## config.mk

```make
export PLATFORM = sky130hd
export DESIGN_NAME = ntft_cmp
export DESIGN_NICKNAME = d
export VERILOG_FILES = /design/src/hdl/ntft_pkg.sv /design/src/hdl/ntft_cmp.sv
export SDC_FILE = /design/constraint.sdc
export NUM_CORES = 1
export LEC_CHECK = 0
export BUFFER_PORTS_ARGS = -buffer_cell sky130_fd_sc_hd__buf_4
export CORE_AREA = 2 2 96 98
export DETAILED_ROUTE_END_ITERATION = 8
export DIE_AREA = 0 0 98 100
export MAX_ROUTING_LAYER = met4
export PLACE_DENSITY = 0.65
export SETUP_SLACK_MARGIN = 0.3
export SYNTH_ARGS = -nofsm -noshare
export SYNTH_HDL_FRONTEND = slang
export SYNTH_SLANG_ARGS = --single-unit
```

## constraint.sdc

```tcl
create_clock -name vclk -period 3.75
set_input_delay 0.375 -clock vclk [all_inputs]
set_output_delay 0.375 -clock vclk [all_outputs]
set_load 0.02 [all_outputs]
```

## src/hdl/ntft_pkg.sv

```systemverilog
// ----------------------------------------------------------------------------
// ntft_pkg: shared types and constants for the nearest-time frame table
// widths, request and status codes, and the table write port bundle
// ----------------------------------------------------------------------------
package ntft_pkg;

    localparam int TABLE_DEPTH   = 1024;
    localparam int TIME_WIDTH    = 32;
    localparam int PAYLOAD_WIDTH = 32;
    localparam int ADDR_W        = $clog2(TABLE_DEPTH);
    localparam int CNT_W         = $clog2(TABLE_DEPTH + 1);

    typedef logic [TIME_WIDTH-1:0]    t_time;
    typedef logic [PAYLOAD_WIDTH-1:0] t_pay;
    typedef logic [ADDR_W-1:0]        t_addr;
    typedef logic [CNT_W-1:0]         t_cnt;

    // request kinds
    localparam logic [1:0] REQ_CLEAR  = 2'd0;
    localparam logic [1:0] REQ_APPEND = 2'd1;
    localparam logic [1:0] REQ_QUERY  = 2'd2;

    // result status codes
    localparam logic [1:0] ST_OK    = 2'd0;
    localparam logic [1:0] ST_FULL  = 2'd1;
    localparam logic [1:0] ST_EMPTY = 2'd2;

    typedef struct packed {
        logic  en;
        t_addr addr;
        t_time time_val;
        t_pay  payload;
    } t_wr_req;

endpackage

```

## src/hdl/ntft_cmp.sv

```systemverilog
// ----------------------------------------------------------------------------
// ntft_cmp: shared compare unit
// unsigned less-than and absolute difference of two time words
// ----------------------------------------------------------------------------
module ntft_cmp (
    input  ntft_pkg::t_time i_a,
    input  ntft_pkg::t_time i_b,
    output logic            o_lt,
    output ntft_pkg::t_time o_diff
);
    import ntft_pkg::*;

    logic [TIME_WIDTH:0] w_sub;

    // borrow out of a - b means a < b
    assign w_sub  = {1'b0, i_a} - {1'b0, i_b};
    assign o_lt   = w_sub[TIME_WIDTH];
    assign o_diff = w_sub[TIME_WIDTH] ? (i_b - i_a) : w_sub[TIME_WIDTH-1:0];

endmodule

```

==> results of run 1 <==
[final cells by class]
cell class	instances	area [sq um]
well taps	111	139
repair inverters	1	8.76
inverters	75	294
repair buffers	118	891
fillers	964	4390
multi-input cells	442	3170
[kinds of logic after synthesis]
| logic type | Yosys count | synth area share (%) |
|---|---|---|
| and+or+nand+nor | 126 | 16.6 |
| xor gates and xnor gates | 30 | 7.30 |
| muxes | 9 | 2.50 |
| adders and majority gates | 67 | 23.7 |
| buffers and inverters | 104 | 12.8 |
| AOI/OAI and AO/OA | 210 | 37.2 |
[per-layer routing]
metal / track usage (%) / share of wire, %
met1: 32.5 / 47
met2: 38.9 / 47
met3: 0.627 / 4.5
met4: 4.27 / 2.0
met5: - / 0
[worst max-delay path: stages]
cell and delay, ns:
buf_4 0.09, inv_1 0.03, ha_1 0.46, a21oi_2 0.28
o21ai_0 0.17, a22o_1 0.21, a21oi_1 0.30, a21oi_1 0.20
and3_1 0.22, a211o_1 0.27, xor2_1 0.20, buf_4 0.18
[final timing paths]
kind  startpoint         end  cells after the start
max       i_a[8]  o_diff[29]                     12
min       i_b[0]   o_diff[0]                      4
[cells in the mapped netlist (7+ instances only)]
master | count | area share, %
a21o_1 | 20 | 4.2
nand2_1 | 40 | 4.2
nor2_1 | 33 | 3.4
a21oi_1 | 79 | 11
xnor2_1 | 20 | 4.9
a211oi_1 | 7 | 1.5
o21ai_0 | 41 | 5.7
o21bai_1 | 10 | 2.1
xor2_1 | 10 | 2.4
nand4_1 | 12 | 2.1
inv_1 | 74 | 7.7
o211ai_1 | 9 | 1.9
mux2i_1 | 9 | 2.5
ha_1 | 65 | 23
nand3_1 | 11 | 1.5
buf_2 | 21 | 2.9
[power breakdown]
part,switching (mW),leakage (nW),internal [mW]
Sequential,0,0,0
Clock,0,0,0
Combinational,0.621,2.36,0.455
Total,0.621,2.36,0.455
[timing repair]
| action | 4_1_cts | 5_1_grt |
|---|---|---|
| gates cloned | 0 | 1 |
| endpoints found under the setup margin | 9 | 14 |
| pin swaps | 0 | 3 |
| resized for setup | 2 | 8 |
| setup buffers | 0 | 7 |
==> results.sh, run 1 <==
export IMPL_layout_cells_non_filler=747
export IMPL_syn_area_sq_um=3600
export IMPL_synthesis_nets=677
export IMPL_criticalPathCategory="in -> out"
export IMPL_period_needed_ns=3.36
export IMPL_run_status="finished, final reports clean"
export IMPL_dp_worst_setup_slack_ns=0.138
export IMPL_cp_start_kind="input pin"
export IMPL_wirelength_um=11900
export IMPL_vias_per_cell=5.55
export IMPL_final_area_sq_um=4500
export IMPL_ff_latch_area_sq_um=0
export IMPL_synthCells=546
export IMPL_avgSynthCellArea_sq_um=6.59
export IMPL_io_buffers=97
export IMPL_worst_slew_margin_rel_pct=67.3
export IMPL_placed_area_sq_um=4400
export IMPL_grt_max_degree=29
export IMPL_grt_use_total_pct=23.5
export IMPL_drt_first_pass_iters=5
export IMPL_max_freq_ghz=0.297
export IMPL_place_hpwl_um=9950
export IMPL_cap_violations=0
export IMPL_cp_data_required_time_ns=3.38
export IMPL_peakVddDrop_mv=0.119
export IMPL_grt_overflow_total=0
export IMPL_whs_ns=1.15
export IMPL_final_common_cell="buf_4"
export IMPL_max_slew_worst_pin_slew_ns=0.485
export IMPL_antenna_found_initial=0
export IMPL_nNetsFinal=769
export IMPL_ys_types=58
export IMPL_design_power_total_mw=1.08
export IMPL_drc_errors=0
export IMPL_setup_tns_ns=0
export IMPL_seq_cells=0
export IMPL_grt_pass1_wl_um=19100
export IMPL_drive_gt1_share_pct=22.6
export IMPL_fin_ws_ns=0.387
export IMPL_ys_seq_area_share_pct=0
export IMPL_via_count=4146
export IMPL_slew_violations=0
export IMPL_dieArea_sq_um=9800
export IMPL_dp_cells=739
export IMPL_cp_max_fo=10
export IMPL_worst_ep_arrival_time_ns=2.99
export IMPL_antenna_left=0
export IMPL_die_y_um=100
export IMPL_drt_initial_drc_count=188
export IMPL_finalHoldViolCount=0
export IMPL_pin_count=97
export IMPL_synthToLayoutAreaGrowth_pct=25.0
export IMPL_ys_warn_count=0
export IMPL_p_leak_nw=2.36
export IMPL_rows=35
export IMPL_gp_congestion=0.913
export IMPL_finalSetupViolations=0
export IMPL_core_sq_um=8890
export IMPL_layout_common_cells="buf_4 (115), a21oi_1 (77), inv_1 (74)"
export IMPL_routedWlPerCell_um=15.9
export IMPL_ctsHoldBuffers=0
export IMPL_nClkBuffers=0
export IMPL_period_share_pct=89.7
export IMPL_grt_pass1_vias=3971
export IMPL_fp_dieW_um=98
export IMPL_start_util_pct=40.5
export IMPL_num_antenna_cells=0
export IMPL_hp_class="in -> out"
export IMPL_cp_end_kind="output pin"
export IMPL_power_density_nw_per_um2=239
export IMPL_rsz0062_at_grt="true"
export IMPL_finish_utilization_pct=50.6
Note: power is estimated with default switching activity, not from simulation.
==> inputs of run 2 (changes only) <==
Settings changed: BUFFER_PORTS_ARGS -buffer_cell sky130_fd_sc_hd__buf_4 to not set, DONT_BUFFER_PORTS set to 1, PLACE_DENSITY 0.65 to not set.
==> run 2 against run 1 <==
  * Sequential share of layout area stayed put
  * Utilization fell by 6.4 points
  * Fmax is 3.2% higher
  * Largest cell class unchanged
  * Hold slack worse by 0.20 ns
  * Via count decreased by 6.9%
  * Combinational power fell by 9.6%
  * Critical path depth unchanged
  * Total power is 9.3% lower
==> results.sh, run 2 (synthesis gave the netlist of run 1 again) <==
export IMPL_worst_slew_margin_rel_pct=60.2
export IMPL_drc_errors=0
export IMPL_criticalPathCategory="in -> out"
export IMPL_drt_initial_drc_count=162
export IMPL_pin_count=97
export IMPL_nNetsFinal=696
export IMPL_seq_cells=0
export IMPL_cp_end_kind="output pin"
export IMPL_synthToLayoutAreaGrowth_pct=9.14
export IMPL_num_antenna_cells=0
export IMPL_ctsHoldBuffers=0
export IMPL_placed_area_sq_um=3890
export IMPL_max_freq_ghz=0.307
export IMPL_final_common_cell="a21oi_1"
export IMPL_grt_pass1_vias=3803
export IMPL_cp_start_kind="input pin"
export IMPL_peakVddDrop_mv=0.0859
export IMPL_ff_latch_area_sq_um=0
export IMPL_run_status="finished, final reports clean"
export IMPL_cap_violations=0
export IMPL_start_util_pct=40.5
export IMPL_via_count=3860
export IMPL_p_leak_nw=2.01
export IMPL_rsz0062_at_grt="false"
export IMPL_finalHoldViolCount=0
export IMPL_core_sq_um=8890
export IMPL_die_y_um=100
export IMPL_finalSetupViolations=0
export IMPL_power_density_nw_per_um2=249
export IMPL_max_slew_worst_pin_slew_ns=0.590
export IMPL_grt_overflow_total=0
export IMPL_rows=35
export IMPL_period_needed_ns=3.26
export IMPL_gp_congestion=0.894
export IMPL_vias_per_cell=5.73
export IMPL_hp_class="in -> out"
export IMPL_grt_max_degree=29
export IMPL_fp_dieW_um=98
export IMPL_grt_pass1_wl_um=18200
export IMPL_antenna_found_initial=0
export IMPL_wirelength_um=11200
export IMPL_io_buffers=0
export IMPL_nClkBuffers=0
export IMPL_drt_first_pass_iters=5
export IMPL_layout_common_cells="a21oi_1 (79), inv_1 (74), ha_1 (65)"
export IMPL_final_area_sq_um=3930
export IMPL_slew_violations=0
export IMPL_cp_data_required_time_ns=3.38
export IMPL_worst_ep_arrival_time_ns=2.88
export IMPL_period_share_pct=86.9
export IMPL_grt_use_total_pct=22.3
export IMPL_cp_max_fo=28
export IMPL_routedWlPerCell_um=16.6
export IMPL_antenna_left=0
export IMPL_drive_gt1_share_pct=11.9
export IMPL_setup_tns_ns=0
export IMPL_place_hpwl_um=9620
export IMPL_dieArea_sq_um=9800
run 2: what timing repair did:
action                                  CTS  global route
endpoints found under the setup margin   11            22
buffers inserted                          0             3
resized for setup                         2             2
pin swaps                                 0             1
run 2: per-layer routing:
layer	vias up	part of all wire, %	global-route usage, %
li1	1949	-	-
met1	1807	47	30.5
met2	100	48	38.8
met3	4	4.3	0.905
met4	0	0.51	1.07
met5	-	0	-
run 2: worst paths after layout:
path,slack [ns],end,from,cells after the start
hold / removal,0.95,o_diff[0],i_b[0],2
setup / recovery,0.49,o_diff[29],i_a[21],12
run 2: report_power, final:
part           leakage (nW)  total, mW  switching [mW]  internal (mW)
combinational          2.01      0.976           0.584          0.392
clock                     0          0               0              0
sequential                0          0               0              0
total                  2.01      0.976           0.584          0.392
run 2: area by class of cell:
type | count | area (sq um)
fillers | 984 | 4960
multi-input cells | 442 | 3150
repair buffers | 46 | 349
inverters | 75 | 289
well taps | 111 | 139
run 2: critical path: stages:
cell,delay [ns]
inv_1,0.02
ha_1,0.45
nand4_1,0.27
nor2_1,0.36
o2111ai_1,0.19
nand3_2,0.14
a21bo_4,0.20
inv_8,0.12
and3_1,0.16
a211o_1,0.28
xor2_1,0.14
buf_4,0.16
run 2: stage by stage:
step	instances	power [mW]	hold WS (ns)	setup WS, ns	utilization [%]
4_1_cts	671	0.967	0.949	0.332	43.8
6_report	674	0.976	0.945	0.491	44.2
3_3_place_gp	671	0.961	0.945	0.295	43.8
3_5_place_dp	671	0.961	0.952	0.220	43.8
2_1_floorplan	546	0.671	0.932	0.692	-
5_1_grt	674	1.06	0.957	0.299	44.2
==> inputs of run 3 (changes only) <==
Settings changed: ABC_AREA set to 1, CORE_AREA 2 2 96 98 to 2 2 115 117, DIE_AREA 0 0 98 100 to 0 0 117 119.
==> run 3 against run 2 <==
  * First-iteration DRC count up 120%
  * Hold slack better by 0.0056 ns
  * Fmax up 11%
  * Critical path depth up 2
  * Sequential share of layout area unchanged
  * Total power up 0.33%
  * Clock-buffer cell count unchanged
  * Global-route usage down 0.21 points
  * Synthesized cell count up 95%
  * Critical path type unchanged
  * Critical endpoint is now o_diff[18]
  * Largest power group unchanged
==> results.sh, run 3 <==
export IMPL_cp_end_kind="output pin"
export IMPL_drive_gt1_share_pct=4.79
export IMPL_via_count=5637
export IMPL_syn_area_sq_um=5230
export IMPL_grt_pass1_wl_um=24600
export IMPL_core_sq_um=12900
export IMPL_vias_per_cell=4.62
export IMPL_netlist_area_leader_share_pct=35.6
export IMPL_period_needed_ns=2.94
export IMPL_ys_seq_area_share_pct=0
export IMPL_grt_max_degree=24
export IMPL_finalHoldViolCount=0
export IMPL_rsz0062_at_grt="false"
export IMPL_num_antenna_cells=0
export IMPL_synthCells=1062
export IMPL_wirelength_um=15100
export IMPL_max_freq_ghz=0.340
export IMPL_place_hpwl_um=13400
export IMPL_grt_use_total_pct=22.1
export IMPL_criticalPathCategory="in -> out"
export IMPL_run_status="finished, final reports clean"
export IMPL_grt_pass1_vias=5322
export IMPL_ys_warn_count=0
export IMPL_period_share_pct=78.5
export IMPL_max_slew_worst_pin_slew_ns=0.642
export IMPL_synthesis_nets=1193
export IMPL_cp_max_fo=19
export IMPL_ys_top_cells_by_area="nand2_1 (36%), inv_1 (17%), ha_1 (16%), xor2_1 (5.4%), nand3_1 (4.8%)"
export IMPL_cap_violations=0
export IMPL_antenna_found_initial=0
export IMPL_ys_types=30
export IMPL_yosysMostFrequentCell="nand2_1"
export IMPL_ctsHoldBuffers=0
export IMPL_setup_tns_ns=0
export IMPL_synthTopCellsByCount="nand2_1 (496), inv_1 (243), ha_1 (65), nand3_1 (50), nor2_1 (49)"
export IMPL_synthToLayoutAreaGrowth_pct=1.22
export IMPL_rows=42
export IMPL_nNetsFinal=1176
export IMPL_power_density_nw_per_um2=185
export IMPL_ff_latch_area_sq_um=0
export IMPL_die_y_um=119
export IMPL_worst_slew_margin_rel_pct=56.8
export IMPL_drt_first_pass_iters=5
export IMPL_finalSetupViolations=0
export IMPL_worst_ep_arrival_time_ns=2.57
export IMPL_avgSynthCellArea_sq_um=4.93
export IMPL_p_leak_nw=3.64
export IMPL_cts_setup_buffers=0
export IMPL_cp_data_required_time_ns=3.38
export IMPL_fp_dieW_um=117
export IMPL_dieArea_sq_um=13900
export IMPL_grt_overflow_total=0
export IMPL_gp_congestion=0.934
export IMPL_slew_violations=0
export IMPL_routedWlPerCell_um=12.4
export IMPL_pin_count=97
export IMPL_hp_class="in -> out"
export IMPL_layout_common_cells="nand2_1 (496), inv_1 (243), ha_1 (65)"
export IMPL_antenna_left=0
export IMPL_cp_start_kind="input pin"
export IMPL_io_buffers=0
export IMPL_cts_resized=0
export IMPL_start_util_pct=40.6
export IMPL_nClkBuffers=0
export IMPL_design_power_total_mw=0.980
export IMPL_final_common_cell="nand2_1"
export IMPL_synth_top_area_cell="nand2_1"
export IMPL_seq_cells=0
export IMPL_drc_errors=0
export IMPL_peakVddDrop_mv=0.0650
export IMPL_drt_initial_drc_count=360
-- run 3: where the power goes --
group	total [mW]	switching [mW]	internal, mW	leakage [nW]
combinational	0.980	0.694	0.286	3.64
clock	0	0	0	0
sequential	0	0	0	0
total	0.980	0.694	0.286	3.64
-- run 3: cell families (layout without fill, tap and decap cells) --
group           Yosys count  in the layout  share of synthesized area, %
compound gates           48             48                          5.74
xor+xnor                 32             32                          5.36
fa+ha+maj                67             67                          16.3
buf+inv                 272            253                          21.7
simple gates            643            643                          50.9
-- run 3: stage by stage --
step                setup slack (ns)  instances  hold slack [ns]  util, %  instance area, sq um
floorplan                       1.25       1062            0.932        -                  5230
global placement               0.851       1219            0.951     41.1                  5300
detailed placement             0.792       1219            0.947     41.1                  5300
CTS                            0.788       1219            0.954     41.1                  5300
global route                   0.580       1219            0.988     41.1                  5300
finish                         0.807       1219            0.951     41.1                  5300
-- run 3: final timing paths --
check | to | depth (start not counted) | start | slack [ns]
worst max-delay path | o_diff[18] | 14 | i_a[0] | 0.81
worst min-delay path | o_diff[0] | 2 | i_b[0] | 0.95
-- run 3: final cells by class --
type	instances	area (sq um)
inverter	249	935
timing repair buffer	4	42.5
multi-input combinational	790	4100
tap	176	220
fill	1545	7580
-- run 3: per-layer routing --
metal  part of all wire (%)  global-route usage (%)  vias to the layer above
met2                     42                    34.4                      153
met4                    2.5                    4.34                        0
met1                     50                    31.4                     2405
met5                      0                       -                        -
li1                       -                       -                     3050
met3                    6.0                    1.83                       29
-- run 3: critical path, stage by stage --
cell and delay (ns):
inv_1 0.05, ha_1 0.16, fa_1 0.22, inv_1 0.10, nand3_1 0.07, nand3_1 0.17, nand2_1 0.12, nand3_2 0.10
nand2_2 0.09, nand2_4 0.07, a21oi_4 0.47, buf_4 0.31, nand2_1 0.08, nand2_1 0.18
